<file path="config.mk">
export PLATFORM = sky130hd
export DESIGN_NAME = lapf_scan
export DESIGN_NICKNAME = d
export VERILOG_FILES = /design/src/design/lapf_pkg.sv /design/src/design/lapf_scan.sv
export SDC_FILE = /design/constraint.sdc
export NUM_CORES = 1
export LEC_CHECK = 0
export ABC_AREA = 1
export BUFFER_PORTS_ARGS = -buffer_cell sky130_fd_sc_hd__buf_2
export CAP_MARGIN = 20
export CELL_PAD_IN_SITES_DETAIL_PLACEMENT = 1
export CELL_PAD_IN_SITES_GLOBAL_PLACEMENT = 2
export CORE_ASPECT_RATIO = 1.5
export CORE_MARGIN = 2
export CORE_UTILIZATION = 36
export CTS_CLUSTER_DIAMETER = 80
export DETAILED_ROUTE_END_ITERATION = 10
export GPL_ROUTABILITY_DRIVEN = 1
export GPL_TIMING_DRIVEN = 0
export PLACE_DENSITY_LB_ADDON = 0.1
export SLEW_MARGIN = 40
export SYNTH_ARGS = -nofsm -noshare
export SYNTH_HDL_FRONTEND = slang
export SYNTH_SLANG_ARGS = --single-unit
</file>
<file path="constraint.sdc">
create_clock -name clk -period 7.79 [get_ports clk]
set_clock_uncertainty 0.05 [all_clocks]
set_input_delay 1.558 -clock clk [delete_from_list [all_inputs] [get_ports clk]]
set_output_delay 1.558 -clock clk [all_outputs]
set_load 0.1 [all_outputs]
</file>
<file path="src/design/lapf_pkg.sv">
// ----------------------------------------------------------------------------
// lapf_pkg
// Shared widths, register indexes and types of the 3x3 Laplacian filter.
// ----------------------------------------------------------------------------
`default_nettype none

package lapf_pkg;

    localparam int PIX_W       = 8;
    localparam int EDGE_W      = 12;
    localparam int POS_W       = 12;
    localparam int CFG_W       = 13;
    localparam int CFG_IDX_W   = 1;
    localparam int IN_TDATA_W  = 8;
    localparam int OUT_TDATA_W = 40;
    localparam int LINE_W      = 2 * PIX_W;

    localparam int DEF_MAX_WIDTH  = 4096;
    localparam int DEF_MAX_HEIGHT = 4096;

    localparam logic [CFG_W-1:0] RST_IMAGE_WIDTH  = CFG_W'(640);
    localparam logic [CFG_W-1:0] RST_IMAGE_HEIGHT = CFG_W'(480);

    localparam logic [CFG_IDX_W-1:0] REG_IMAGE_WIDTH  = CFG_IDX_W'(0);
    localparam logic [CFG_IDX_W-1:0] REG_IMAGE_HEIGHT = CFG_IDX_W'(1);

    // per-word side info from the scan stage to the kernel
    typedef struct packed {
        logic [POS_W-1:0] row;
        logic [POS_W-1:0] col;
        logic             produce;
        logic             last;
    } tag_t;

endpackage

`default_nettype wire

</file>
<file path="src/design/lapf_scan.sv">
// ----------------------------------------------------------------------------
// lapf_scan
// Input stage: frame size registers, raster counters, line store read issue.
// ----------------------------------------------------------------------------
`default_nettype none

module lapf_scan #(
    parameter int MAX_WIDTH  = lapf_pkg::DEF_MAX_WIDTH,
    parameter int MAX_HEIGHT = lapf_pkg::DEF_MAX_HEIGHT,
    parameter int AW         = $clog2(MAX_WIDTH)
) (
    input  wire logic                             clk,
    input  wire logic                             rst_n,
    input  wire logic                             s_tvalid,
    output logic                                  s_tready,
    input  wire logic [lapf_pkg::PIX_W-1:0]       pixel,
    input  wire logic                             cfg_valid,
    input  wire logic [lapf_pkg::CFG_IDX_W-1:0]   cfg_index,
    input  wire logic [lapf_pkg::CFG_W-1:0]       cfg_data,
    output logic                                  restart,
    input  wire logic                             s1_ready,
    output logic                                  s1_valid,
    output logic      [lapf_pkg::PIX_W-1:0]       s1_pixel,
    output lapf_pkg::tag_t                        s1_tag,
    output logic      [AW-1:0]                    s1_addr,
    output logic                                  ram_re,
    output logic      [AW-1:0]                    ram_raddr
);

    import lapf_pkg::*;

    localparam int RW   = $clog2(MAX_HEIGHT);
    localparam int WW   = $clog2(MAX_WIDTH + 1);
    localparam int HW   = $clog2(MAX_HEIGHT + 1);
    localparam int CMPW = (WW > CFG_W) ? ((WW > HW) ? WW : HW) : ((HW > CFG_W) ? HW : CFG_W);
    localparam int CXW  = (AW > POS_W) ? AW : POS_W;
    localparam int RXW  = (RW > POS_W) ? RW : POS_W;

    logic [CFG_W-1:0] width_cfg_reg;
    logic [CFG_W-1:0] height_cfg_reg;
    logic [AW-1:0]    col_reg;
    logic [AW-1:0]    col_next;
    logic [RW-1:0]    row_reg;
    logic [RW-1:0]    row_next;
    logic             s1_valid_reg;
    logic             s1_valid_next;
    logic [PIX_W-1:0] s1_pixel_reg;
    tag_t             s1_tag_reg;
    logic [AW-1:0]    s1_addr_reg;

    logic [CMPW-1:0]  width_ext;
    logic [CMPW-1:0]  height_ext;
    logic [CMPW-1:0]  eff_w;
    logic [CMPW-1:0]  eff_h;
    logic             col_last;
    logic             row_last;
    logic             accept;
    logic [CXW-1:0]   col_m1;
    logic [RXW-1:0]   row_m1;
    tag_t             tag_in;

    always_comb
    begin
        width_ext  = CMPW'(width_cfg_reg);
        height_ext = CMPW'(height_cfg_reg);
        if (width_ext < CMPW'(3))
            eff_w = CMPW'(3);
        else if (width_ext > CMPW'(MAX_WIDTH))
            eff_w = CMPW'(MAX_WIDTH);
        else
            eff_w = width_ext;
        if (height_ext < CMPW'(3))
            eff_h = CMPW'(3);
        else if (height_ext > CMPW'(MAX_HEIGHT))
            eff_h = CMPW'(MAX_HEIGHT);
        else
            eff_h = height_ext;
    end

    assign col_last = (CMPW'(col_reg) == eff_w - CMPW'(1));
    assign row_last = (CMPW'(row_reg) == eff_h - CMPW'(1));
    assign s_tready = !s1_valid_reg || s1_ready;
    assign accept   = s_tvalid && s_tready;
    assign restart  = cfg_valid;

    assign col_m1 = CXW'(col_reg) - CXW'(1);
    assign row_m1 = RXW'(row_reg) - RXW'(1);

    always_comb
    begin
        tag_in.row     = row_m1[POS_W-1:0];
        tag_in.col     = col_m1[POS_W-1:0];
        tag_in.produce = (row_reg >= RW'(2)) && (col_reg >= AW'(2));
        tag_in.last    = row_last && col_last;
    end

    always_comb
    begin
        col_next = col_reg;
        row_next = row_reg;
        if (cfg_valid)
        begin
            col_next = '0;
            row_next = '0;
        end
        else if (accept)
        begin
            if (col_last)
            begin
                col_next = '0;
                row_next = row_last ? '0 : row_reg + RW'(1);
            end
            else
            begin
                col_next = col_reg + AW'(1);
            end
        end
    end

    always_comb
    begin
        if (accept)
            s1_valid_next = 1'b1;
        else if (s1_ready)
            s1_valid_next = 1'b0;
        else
            s1_valid_next = s1_valid_reg;
    end

    always_ff @(posedge clk or negedge rst_n)
    begin
        if (!rst_n)
        begin
            width_cfg_reg  <= RST_IMAGE_WIDTH;
            height_cfg_reg <= RST_IMAGE_HEIGHT;
            col_reg        <= '0;
            row_reg        <= '0;
            s1_valid_reg   <= 1'b0;
        end
        else
        begin
            if (cfg_valid)
            begin
                case (cfg_index)
                    REG_IMAGE_WIDTH:  width_cfg_reg  <= cfg_data;
                    REG_IMAGE_HEIGHT: height_cfg_reg <= cfg_data;
                    default:          ;
                endcase
            end
            col_reg      <= col_next;
            row_reg      <= row_next;
            s1_valid_reg <= s1_valid_next;
        end
    end

    always_ff @(posedge clk)
    begin
        if (accept)
        begin
            s1_pixel_reg <= pixel;
            s1_tag_reg   <= tag_in;
            s1_addr_reg  <= col_reg;
        end
    end

    assign s1_valid  = s1_valid_reg;
    assign s1_pixel  = s1_pixel_reg;
    assign s1_tag    = s1_tag_reg;
    assign s1_addr   = s1_addr_reg;
    assign ram_re    = accept;
    assign ram_raddr = col_reg;

endmodule

`default_nettype wire

</file>
==> impl_summary.txt <==
----------------------------------------------------
[Run status]
  Run status ... complete, no violations

[Timing]
  Final hold vios ... 0
  Count of final max-slew check failures ... 0
  Accumulated negative setup slack ... 0 ps
  Number of failing setup endpoints in the final timing report ... 0
  Max frequency ... 224 MHz
  Final worst slack ... 3340 ps
  Worst hold margin ... around 430 ps
  Final min period ... approximately 4500 ps
  Final worst path period share ... between 50% and 60%
  Relative slew margins ... around half
  Setup repair after global routing missed its margin ... false
  Transition time at the pin with the least slew margin ... around 720 ps

[Route]
  Antenna viol nets, final ... 0
  Drt first-iter violations ... 177
  Total detailed-routing wirelength ... about 18,000 µm
  Wirelength per Cell ... between 15 and 20 µm
  DR pass1 iterations ... 4
  Detailed-route vias per instance ... a little over 5
  Routed via count ... between 5k and 6k
  Residual DRC count ... 0

[Floorplan]
  Placeable core area ... between 15,000 and 20,000 µm²
  Die width ... between 100 and 150 µm
  Number of rows in the core area ... 56
  Starting utilization of the core area ... between 30% and 40%
  Chip height ... roughly 160 µm
  Top-Level Pins ... 89
  Full die area ... about 17,000 µm²

[Yosys]
  Number of warning messages in the yosys log ... 0
  Sequential element share of the synthesized area ... between 40% and 50%
  Syn Inst Count ... between 700 and 800
  Number of synthesized register bits ... 97
  Per-instance average area after synthesis ... about 7.7 µm²
  Net Count, Synth ... a little under 800
  Count of unique library cells instantiated by Yosys ... 39
  Post-Synthesis Cell Area ... roughly 5800 µm²

[Clocking]
  Post-CTS repair timing setup buffer count ... 0
  Clk slew on worst S/H paths ... approximately 80 ps
  Hold bufs inserted after CTS ... 0
  Sink count of the clock tree ... 97
  Clock Root Buffer ... clkbuf_16
  Buffer depth of the longest clock path ... 2
  Number of H-tree branching levels ... 3
  Number of gates given a new drive strength after cts ... 0
  Clock tree from TritonCTS ... built
  Clock buffers created by TritonCTS ... 9
  Clk Latency, worst-skew pair ... 350 ps

[Power and ir drop]
  Switch Pwr ... 0.764 mW
  Sequential fraction of design power ... a little under two fifths
  Int Power ... about 0.98 mW
  Power Density ... about 260 nW/µm²
  Portion of total power attributed to the clock network ... approximately a quarter
  Sw frac ... between 40% and 50%
  Part of the total power dissipated in combinational logic ... between 30% and 40%
  Max rail drop VDD ... 0.101 mV
  Leakage power total ... approximately 3.3 nW

[Worst setup path]
  Data arrival time of the critical path ... roughly 2900 ps
  Required arrival time at the worst endpoint ... 6180 ps
  Delay contributed by the slowest stage of the critical path ... roughly 530 ps
  Reg2Reg Launch Point ... width_cfg_reg[7]$_DFFE_PN1P_
  Type of element launching the critical path ... input pin
  Worst reg2reg setup slack ... around 4400 ps
  Slowest CP cell ... buf_2
  Critical Path Start ... s1_ready
  Crit path capture type ... primary output
  Worst reg2reg endpoint ... ram_raddr[3]$_DFFE_PN0P_
  Ordered list of cells on the worst path ... buf_2 -> inv_1 -> nand2_1 -> nand2_1 -> inv_4 -> buf_2
  Critical path class ... in2out
  Worst r2r path cells ... 19
  Critical path fanouts, max ... 48
  CP endpoint ... ram_re

[Finish]
  Antenna diode instance count ... 0
  Flip-flop count of the largest register, all copies and words added ... 26
  Area of all placed cells without fillers ... about 7000 µm²
  Layout-stage area growth over the synthesis result ... 17.3%
  Proportion of layout cells with a drive suffix above 1 ... ~17%
  Final net count ... 886

[Global routing]
  Total grt overflow ... 0
  Global-route wire length before repair ... 29,500 µm
  Maximum number of pins on one net before global-route repair ... 52
  Number of antenna violations at the first check in global routing ... 0
  GRT Util Overall ... ~22%
  Number of global-route vias before repair ... around 5.7k

[Hold path]
  Worst min path class ... reg2reg

[Place]
  Input/output buffers ... between 80 and 90
  Worst slack at placement ... about 3300 ps
  Placement Cell Area ... about 6500 µm²
  Detailed placement HPWL ... 14,000 µm
  Placer Congestion ... 0.870

[Job]
  Max-capacitance violation count ... 0

----------------------------------------------------
worst max-delay path: cells and delay by family:
kind                   cells  cell delay, ps
buffers and inverters      4            1080
AND/OR/NAND/NOR            2             190
layer usage:
metal | global-route usage [%] | share of wire, %
met1 | 23.3 | 39
met2 | 42.7 | 56
met3 | 2.62 | 2.0
met4 | 7.98 | 2.4
met5 | 0 | 0
placed cells by master (no fill, tap or decap), types with 2 or more instances in the layout:
| cell | Yosys | layout |
|---|---|---|
| inv_1 | 86 | 85 |
| or2_2 | 2 | 2 |
| nor2_1 | 80 | 80 |
| a211oi_1 | 2 | 2 |
| o41ai_1 | 2 | 2 |
| nor2_2 | 2 | 2 |
| o21ai_0 | 47 | 47 |
| nor4_1 | 3 | 3 |
| clkbuf_1 | 14 | 14 |
| buf_4 | 5 | 6 |
| buf_2 | 6 | 92 |
| a21oi_1 | 12 | 12 |
| buf_6 | 2 | 2 |
| nand2_2 | 5 | 5 |
| nand3b_1 | 6 | 6 |
| nor3_1 | 13 | 13 |
| edfxtp_1 | 46 | 46 |
| dfstp_2 | 6 | 6 |
| xor2_1 | 35 | 35 |
| ha_1 | 8 | 8 |
| dfrtp_1 | 45 | 45 |
| clkbuf_16 | 0 | 9 |
| inv_2 | 4 | 4 |
| nand4_1 | 19 | 19 |
| a21oi_2 | 2 | 2 |
| clkinv_4 | 0 | 3 |
| nand2_1 | 217 | 217 |
| nand3_1 | 67 | 67 |
| o21ai_1 | 5 | 5 |
| inv_8 | 0 | 2 |
final cells by class:
class,instances,area (µm²)
Sequential cell,97,2670
Buffer,27,143
Clock buffer,9,225
Multi-Input combinational cell,539,2660
Clock inverter,7,81.3
Tap cell,203,254
Inverter,90,340
Timing Repair Buffer,87,438
Fill cell,2013,8890
cell families after synthesis:
| family | after synthesis | share of synthesized area [%] |
|---|---|---|
| and+or+nand+nor | 418 | 30.8 |
| xor gates and xnor gates | 36 | 5.69 |
| buffers and inverters | 117 | 8.28 |
| adders and majority gates | 8 | 1.73 |
| DFF | 97 | 45.9 |
| AOI/OAI and AO/OA | 77 | 7.53 |
worst min path at each step:
stage                                  start                       endpoint  cells past startpoint
2_1_floorplan  width_cfg_reg[10]$_DFFE_PN0P_  width_cfg_reg[10]$_DFFE_PN0P_                      2
3_3_place_gp        ram_raddr[8]$_DFFE_PN0P_           s1_addr[8]$_DFFE_PP_                      0
3_5_place_dp        ram_raddr[8]$_DFFE_PN0P_           s1_addr[8]$_DFFE_PP_                      0
4_1_cts             ram_raddr[6]$_DFFE_PN0P_           s1_addr[6]$_DFFE_PP_                      0
5_1_grt             ram_raddr[6]$_DFFE_PN0P_           s1_addr[6]$_DFFE_PP_                      0
6_report            ram_raddr[8]$_DFFE_PN0P_           s1_addr[8]$_DFFE_PP_                      0
per-stage QoR:
stage	power (mW)	utilization [%]	cells
finish	1.74	43.3	1059
global route	1.85	43.3	1059
CTS	1.76	43.3	1059
detailed placement	1.30	41.4	1043
global placement	1.28	41.4	1043
floorplan	1.15	-	753
Yosys cell counts (all sizes together):
| master | n | area, µm² |
|---|---|---|
| nor2 | 83 | 324 |
| a211oi | 2 | 15.0 |
| nand4 | 19 | 119 |
| nor4 | 3 | 18.8 |
| o31ai | 1 | 7.51 |
| nor3b | 1 | 7.51 |
| o41ai | 3 | 33.8 |
| buf | 13 | 90.1 |
| a21o | 1 | 7.51 |
| dfstp | 6 | 158 |
| nand3b | 6 | 45.0 |
| o211ai | 1 | 7.51 |
| xor3 | 1 | 23.8 |
| edfxtp | 46 | 1380 |
| xor2 | 35 | 307 |
| o21bai | 1 | 11.3 |
| nand3 | 68 | 345 |
| o21ai | 52 | 260 |
| a41oi | 1 | 8.76 |
| or2 | 3 | 18.8 |
| a21oi | 14 | 77.6 |
| nand2 | 222 | 846 |
| ha | 8 | 100 |
| clkbuf | 14 | 52.6 |
| dfrtp | 45 | 1130 |
| a21boi | 1 | 7.51 |
| nor3 | 13 | 65.1 |
| inv | 90 | 338 |
power groups by stage:
| stage | Combinational, mW | Sequential [mW] | Clock (mW) |
|---|---|---|---|
| 2_1_floorplan | 0.286 | 0.869 | 0 |
| 3_3_place_gp | 0.623 | 0.655 | 0 |
| 3_5_place_dp | 0.637 | 0.659 | 0 |
| 4_1_cts | 0.640 | 0.648 | 0.477 |
| 5_1_grt | 0.695 | 0.656 | 0.495 |
| 6_report | 0.635 | 0.647 | 0.463 |
(Power assumes the default switching activity.)
