`src/design/lapf_pkg.sv`:
```
// ----------------------------------------------------------------------------
// lapf_pkg
// Shared widths, register indexes and types of the 3x3 Laplacian filter.
// ----------------------------------------------------------------------------
`default_nettype none

package lapf_pkg;

    localparam int PIX_W       = 8;
    localparam int EDGE_W      = 12;
    localparam int POS_W       = 12;
    localparam int CFG_W       = 13;
    localparam int CFG_IDX_W   = 1;
    localparam int IN_TDATA_W  = 8;
    localparam int OUT_TDATA_W = 40;
    localparam int LINE_W      = 2 * PIX_W;

    localparam int DEF_MAX_WIDTH  = 4096;
    localparam int DEF_MAX_HEIGHT = 4096;

    localparam logic [CFG_W-1:0] RST_IMAGE_WIDTH  = CFG_W'(640);
    localparam logic [CFG_W-1:0] RST_IMAGE_HEIGHT = CFG_W'(480);

    localparam logic [CFG_IDX_W-1:0] REG_IMAGE_WIDTH  = CFG_IDX_W'(0);
    localparam logic [CFG_IDX_W-1:0] REG_IMAGE_HEIGHT = CFG_IDX_W'(1);

    // per-word side info from the scan stage to the kernel
    typedef struct packed {
        logic [POS_W-1:0] row;
        logic [POS_W-1:0] col;
        logic             produce;
        logic             last;
    } tag_t;

endpackage

`default_nettype wire

```
`src/design/lapf_kernel.sv`:
```
// ----------------------------------------------------------------------------
// lapf_kernel
// 3x3 window, Laplacian adder tree, line store write-back and result register.
// ----------------------------------------------------------------------------
`default_nettype none

module lapf_kernel #(
    parameter int AW = $clog2(lapf_pkg::DEF_MAX_WIDTH)
) (
    input  wire logic                               clk,
    input  wire logic                               rst_n,
    input  wire logic                               restart,
    input  wire logic                               s1_valid,
    output logic                                    s1_ready,
    input  wire logic [lapf_pkg::PIX_W-1:0]         s1_pixel,
    input  wire lapf_pkg::tag_t                     s1_tag,
    input  wire logic [AW-1:0]                      s1_addr,
    input  wire logic [lapf_pkg::LINE_W-1:0]        ram_rdata,
    output logic                                    ram_we,
    output logic      [AW-1:0]                      ram_waddr,
    output logic      [lapf_pkg::LINE_W-1:0]        ram_wdata,
    output logic                                    m_tvalid,
    input  wire logic                               m_tready,
    output logic      [lapf_pkg::OUT_TDATA_W-1:0]   m_tdata,
    output logic                                    m_tlast
);

    import lapf_pkg::*;

    localparam int SUM_W = PIX_W + 3;

    // w<row><col>: row 0 = two rows up, col 0 = two columns left
    logic [PIX_W-1:0]  w00_reg, w01_reg, w10_reg, w11_reg, w20_reg, w21_reg;
    logic              out_valid_reg;
    logic              out_valid_next;
    logic [EDGE_W-1:0] edge_reg;
    logic [POS_W-1:0]  row_reg;
    logic [POS_W-1:0]  col_reg;
    logic              last_reg;

    logic [PIX_W-1:0]  top;
    logic [PIX_W-1:0]  mid;
    logic [SUM_W-1:0]  nb_sum;
    logic [EDGE_W-1:0] edge_val;
    logic              fire;

    assign top = ram_rdata[LINE_W-1:PIX_W];
    assign mid = ram_rdata[PIX_W-1:0];

    assign s1_ready = !out_valid_reg || m_tready;
    assign fire     = s1_valid && s1_ready;

    assign nb_sum = ((SUM_W'(w00_reg) + SUM_W'(w01_reg)) + (SUM_W'(top) + SUM_W'(w10_reg)))
                  + ((SUM_W'(mid) + SUM_W'(w20_reg)) + (SUM_W'(w21_reg) + SUM_W'(s1_pixel)));
    assign edge_val = EDGE_W'(nb_sum) - EDGE_W'({w11_reg, 3'b000});

    assign ram_we    = fire;
    assign ram_waddr = s1_addr;
    assign ram_wdata = {mid, s1_pixel};

    always_comb
    begin
        if (fire)
            out_valid_next = s1_tag.produce;
        else if (m_tready)
            out_valid_next = 1'b0;
        else
            out_valid_next = out_valid_reg;
    end

    always_ff @(posedge clk or negedge rst_n)
    begin
        if (!rst_n)
        begin
            out_valid_reg <= 1'b0;
            w00_reg       <= '0;
            w01_reg       <= '0;
            w10_reg       <= '0;
            w11_reg       <= '0;
            w20_reg       <= '0;
            w21_reg       <= '0;
        end
        else
        begin
            out_valid_reg <= out_valid_next;
            if (restart)
            begin
                w00_reg <= '0;
                w01_reg <= '0;
                w10_reg <= '0;
                w11_reg <= '0;
                w20_reg <= '0;
                w21_reg <= '0;
            end
            else if (fire)
            begin
                w00_reg <= w01_reg;
                w01_reg <= top;
                w10_reg <= w11_reg;
                w11_reg <= mid;
                w20_reg <= w21_reg;
                w21_reg <= s1_pixel;
            end
        end
    end

    always_ff @(posedge clk)
    begin
        if (fire && s1_tag.produce)
        begin
            edge_reg <= edge_val;
            row_reg  <= s1_tag.row;
            col_reg  <= s1_tag.col;
            last_reg <= s1_tag.last;
        end
    end

    assign m_tvalid = out_valid_reg;
    assign m_tdata  = {4'b0000, col_reg, row_reg, edge_reg};
    assign m_tlast  = last_reg;

endmodule

`default_nettype wire

```
`config.mk`:
```
export PLATFORM = sky130hd
export DESIGN_NAME = lapf_kernel
export DESIGN_NICKNAME = d
export VERILOG_FILES = /design/src/design/lapf_pkg.sv /design/src/design/lapf_kernel.sv
export SDC_FILE = /design/constraint.sdc
export NUM_CORES = 1
export LEC_CHECK = 0
export BUFFER_PORTS_ARGS = -buffer_cell sky130_fd_sc_hd__buf_2
export CAP_MARGIN = 20
export CORE_MARGIN = 5
export CORE_UTILIZATION = 36
export CTS_CLUSTER_SIZE = 12
export DETAILED_ROUTE_END_ITERATION = 8
export SLEW_MARGIN = 25
export SYNTH_ARGS = -nofsm -noshare
export SYNTH_HDL_FRONTEND = slang
export SYNTH_SLANG_ARGS = --single-unit
```
`constraint.sdc`:
```
create_clock -name clk -period 3.9 [get_ports clk]
set_input_delay 0.195 -clock clk [delete_from_list [all_inputs] [get_ports clk]]
set_output_delay 0.195 -clock clk [all_outputs]
set_load 0.01 [all_outputs]
```
==> results_dict.tcl, run 1 <==
set metrics [dict create \
    die_x_um 129 \
    clockBufferDepth 2 \
    grt_max_degree 50 \
    arrival_ns 3.92 \
    drt-initial-drc-count 181 \
    wirelength_mm 10.4 \
    area_growth_pct 19.9 \
    grt_pass1_wl_mm 17.0 \
    cp-end-kind "register" \
    netlist-cell-type-count 37 \
    synth_async_sr_flop_share_pct 57.0 \
    rsz0062_at_grt "yes" \
    p_per_area_mw_per_mm2 602 \
    synth_seq_cells 86 \
    place_congestion 0.777 \
    cts_root_buffer "clkbuf_16" \
    rows 43 \
    hold_slack_ns 0.0231 \
    synth_common_cells "nand2_1 (99), inv_1 (68), fa_1 (52)" \
    start_util_pct 36.8 \
    yosysSeqAreaShare_pct 45.6 \
    synth.most_common_cell "nand2_1" \
    synth.top_cells.by_area "dfrtp_1 (24%), edfxtp_1 (22%), fa_1 (20%), nand2_1 (7.3%), inv_1 (5.0%)" \
    drive_above_1_share_pct 29.8 \
    synthesis.area_mm2 0.00512 \
    synth_warnings 0 \
    port_buffers 110 \
    clock-sinks 86 \
    cap_violations 0 \
    design.die.area_mm2 0.0167 \
    layout.nets 693 \
    worstPathRequired_ns 4.00 \
    p_comb_share_pct 45.0 \
    fin_util_pct 44.1 \
    dr.pass1.iters 4 \
    vias_per_cell 4.60 \
    num_antenna_cells 0 \
    grt_util_all_layers_pct 13.1 \
    layout_worst_path_cycle_share_pct 97.9 \
    syn_inst 462 \
    tightest_slew_ns 0.922 \
    core-area_mm2 0.0139 \
    grt_pass1_vias 3511 \
    fin_skew_ns 0.00680 \
    ios 139 \
    startpoint_type "register" \
    synth_area_leader_cell "dfrtp_1" \
    power_leakage_nw 2.85 \
    p_sw_mw 1.30 \
    synth_edf_count 37 \
    vias 3412 \
    cp_max_fo 3 \
    vdd_ir_drop_max_mv 0.361 \
    syn_avg_cell_area_um2 11.1 \
    cts_tree "yes" \
    report.final.slew_viol_count 0 \
    fin_crit_ns 3.82 \
    pwr-share-seq_pct 30.5 \
    die_y_um 129 \
    setup_violations 0 \
    hold_viol_final 0 \
    hp-class "primary input to register" \
    status "completed" \
    antenna_found_initial 0 \
    intPower_mw 2.39 \
    slew_headroom_pct 38.5 \
    post-place-cells 718 \
    clk_pin_slew_ns 0.07 \
    ant_nets 0 \
    synth_top_area_share_pct 23.9 \
    ys.flop_type "dfrtp_1" \
    h-tree-depth 3 \
    grt.overflow.total 0 \
    route.detailed.drc 0 \
    switching_share_pct 35.3 \
    path_class "register to register" \
    p_clk_share_pct 24.4 \
    clk_latency_ns 0.35 \
    place_hpwl_mm 7.58 \
    wl_per_cell_um 14.1 \
    fmax_mhz 262 \
    numCtsBuffers 9 \
    layout.cells.non_filler 741 \
]
-- worst max-delay path, cell delays in order (launching register included) --
cell     delay [ns]
dfrtp_1        0.40
fa_1           0.56
fa_1           0.43
fa_1           0.51
inv_2          0.04
fa_1           0.49
inv_2          0.05
ha_4           0.17
fa_2           0.35
a21o_1         0.17
a21oi_2        0.17
o21ai_1        0.09
xor2_1         0.15
-- cell families (layout without fill, tap and decap cells) --
logic type	count (synthesis)	after routing	synth area share [%]
xor gates and xnor gates	7	7	1.20
adders and majority gates	70	70	24.7
other	1	4	0.0732
and+or+nand+nor	120	120	9.79
DFF	86	86	45.6
buffers and inverters	118	214	12.0
AOI/OAI and AO/OA	60	60	6.64
-- final cells by class --
type	count	area, um2
Clock buffer	10	239
Clock inverter	6	81.3
Fill cell	1288	7790
Inverter	69	259
Multi-Input combinational cell	261	2300
Sequential cell	86	2340
Tap cell	180	225
Timing Repair Buffer	129	709
-- metal layers --
| layer | track usage, % | up-vias | wire, um |
|---|---|---|---|
| met5 | 0 | - | 0 |
| met4 | 4.51 | 0 | 163 |
| met3 | 3.83 | 13 | 750 |
| met2 | 22.1 | 104 | 5340 |
| met1 | 16.1 | 1692 | 4170 |
| li1 | - | 1603 | - |
-- layout by cell type (no fill, tap or decap), types with 2 or more instances in the layout --
master	count
buf_2	110
nand2_1	98
inv_1	61
fa_1	51
a21oi_1	49
dfrtp_1	49
edfxtp_1	37
buf_4	13
ha_1	12
clkbuf_16	9
inv_2	8
ha_4	5
dlygate4sd3_1	5
nand3_1	4
nor2_1	4
xor2_1	4
conb_1	4
nor3_1	3
clkinv_4	3
nand3_2	2
nand2_2	2
xnor2_1	2
nand4_1	2
-- worst paths after layout --
path,depth (start not counted),end,startpoint,slack [ns]
worst min register to register,2,w00_reg[6],w00_reg[6],0.53
worst min-delay path,1,m_tlast,s1_tag[0],0.02
worst max-delay path,12,edge_reg[10],w21_reg[2],0.08
max in group asynchronous,3,w10_reg[0],rst_n,2.98
min in group asynchronous,3,w21_reg[6],rst_n,0.49
worst max register to register,12,edge_reg[10],w21_reg[2],0.08
-- through the flow --
stage / instance area (um2) / setup slack [ns] / power, mW / TNS [ns]
6_report: 6150 / 0.0816 / 3.70 / 0
5_1_grt: 6150 / -0.0462 / 4.00 / -0.0952
4_1_cts: 6100 / 0.00296 / 3.65 / 0
3_5_place_dp: 5650 / -0.0826 / 2.58 / -0.191
3_3_place_gp: 5650 / -0.00391 / 2.54 / -0.00391
2_1_floorplan: 5140 / 0.0194 / 2.21 / 0
-- power groups by stage --
stage	registers, mW	clock network, mW	logic, mW
global placement	1.14	0	1.39
CTS	1.13	0.936	1.59
detailed placement	1.15	0	1.43
global route	1.14	0.967	1.89
floorplan	1.18	0	1.03
finish	1.13	0.904	1.67
-- repair_timing --
| item | 4_1_cts | 5_1_grt |
|---|---|---|
| resized for setup | 13 | 8 |
| hold buffers | 5 | 0 |
| setup buffers | 1 | 1 |
| cloned | 0 | 0 |
| endpoints found under the hold margin | 53 | 0 |
| endpoints found under the setup margin | 5 | 6 |
| pin swaps | 24 | 14 |
Power figures use the tool's default switching activity.
==> inputs of run 2 (changes only) <==
--- a/config.mk
+++ b/config.mk
@@ -7,7 +7,7 @@
 export LEC_CHECK = 0
 export BUFFER_PORTS_ARGS = -buffer_cell sky130_fd_sc_hd__buf_2
 export CAP_MARGIN = 20
-export CORE_MARGIN = 5
+export CORE_MARGIN = 4
 export CORE_UTILIZATION = 36
 export CTS_CLUSTER_SIZE = 12
 export DETAILED_ROUTE_END_ITERATION = 8
==> results_dict.tcl, run 2 (synthesized netlist as in run 1, its figures left out) <==
set metrics [dict create \
    grt_max_degree 50 \
    grt.overflow.total 0 \
    setup_violations 0 \
    hp-class "primary input to register" \
    placed_area_mm2 0.00564 \
    die_x_um 127 \
    wirelength_mm 10.4 \
    fin_crit_ns 3.86 \
    clk_latency_ns 0.35 \
    cp-end-kind "register" \
    vdd_ir_drop_max_mv 0.279 \
    area_growth_pct 18.7 \
    cts_tree "yes" \
    cp_max_fo 3 \
    route.detailed.drc 0 \
    dr.pass1.iters 4 \
    fin_skew_ns 0.0116 \
    cts_root_buffer "clkbuf_16" \
    clockBufferDepth 2 \
    hold_slack_ns 0.0215 \
    numCtsBuffers 9 \
    vias_per_cell 4.52 \
    layout_worst_path_cycle_share_pct 98.9 \
    grt_util_all_layers_pct 13.1 \
    grt_pass1_wl_mm 16.7 \
    arrival_ns 3.95 \
    startpoint_type "register" \
    antenna_found_initial 0 \
    drive_above_1_share_pct 30.2 \
    finalInstanceArea_mm2 0.00608 \
    min_from "s1_tag[23]" \
    drt-initial-drc-count 150 \
    tightest_slew_ns 0.915 \
    layout.nets 689 \
    wl_per_cell_um 14.1 \
    ios 139 \
    place_hpwl_mm 7.58 \
    clk_pin_slew_ns 0.07 \
    clock-sinks 86 \
    startpoint "w10_reg[2]" \
    final_common_cell "buf_2" \
    path_class "register to register" \
    rows 43 \
    start_util_pct 36.8 \
    core-area_mm2 0.0139 \
    cap_violations 0 \
    die_y_um 127 \
    fmax_mhz 259 \
    p_per_area_mw_per_mm2 606 \
    num_antenna_cells 0 \
    status "completed" \
    port_buffers 110 \
    slew_headroom_pct 39.0 \
    most-common-layout-cells "buf_2 (110), nand2_1 (99), inv_1 (61), fa_1 (51)" \
    design.die.area_mm2 0.0162 \
    h-tree-depth 3 \
    hold_viol_final 0 \
    worstPathRequired_ns 3.99 \
    rsz0062_at_grt "yes" \
    reg2reg_from "w10_reg[2]" \
    grt_pass1_vias 3459 \
    place_congestion 0.781 \
    power_leakage_nw 2.82 \
    report.final.slew_viol_count 0 \
    vias 3329 \
    ant_nets 0 \
    tns_ns 0 \
]
## run 2: worst paths after layout
check / end / slack, ns / cells past startpoint
worst max-delay path: edge_reg[10] / 0.04 / 12
worst min-delay path: row_reg[9] / 0.02 / 1
worst max register to register: edge_reg[10] / 0.04 / 12
worst min register to register: w00_reg[1] / 0.53 / 2
max in group asynchronous: w20_reg[0] / 2.97 / 3
min in group asynchronous: w00_reg[7] / 0.49 / 3
## run 2: where the power goes
part	internal (mW)	switching (mW)	total [mW]
sequential	1.10	0.0334	1.13
combinational	0.787	0.911	1.70
clock	0.497	0.362	0.859
total	2.38	1.31	3.69
## run 2: routing by layer
layer | GRT usage, % | wire length, um
met1 | 16.0 | 4280
met2 | 22.2 | 5220
met3 | 4.06 | 717
met4 | 4.29 | 155
met5 | 0 | 0
## run 2: critical path, stage by stage, from the launching register on
cell and delay (ns):
dfrtp_1 0.40, fa_1 0.56, fa_1 0.43, fa_1 0.53
inv_2 0.04, fa_1 0.47, inv_1 0.04, ha_2 0.20
fa_2 0.36, a21o_1 0.17, a21oi_2 0.17, o21ai_2 0.07
xor2_1 0.15
## run 2: final cells by class
class	count	area [um2]
clock buffers	9	225
clock inverters	7	75.1
fillers	1325	7850
inverters	69	259
multi-input cells	261	2300
flip-flops and latches	86	2340
well taps	180	225
repair buffers	125	666
## run 2: repair_timing
action,CTS,global route
setup endpoints to repair,4,6
resized for setup,5,15
hold buffers,1,0
hold endpoints to repair,49,0
pin swaps,11,30
buffers inserted,1,3
## run 2: stage by stage
| step | instances | power [mW] | utilization [%] | setup WS, ns |
|---|---|---|---|---|
| after CTS | 734 | 3.52 | 42.9 | -0.0214 |
| after global placement | 716 | 2.54 | 40.4 | 0.00155 |
| after floorplan | 465 | 2.21 | - | 0.0194 |
| final | 737 | 3.69 | 43.7 | 0.0448 |
| after detailed placement | 716 | 2.58 | 40.4 | -0.0540 |
| after global routing | 737 | 3.97 | 43.7 | -0.0776 |
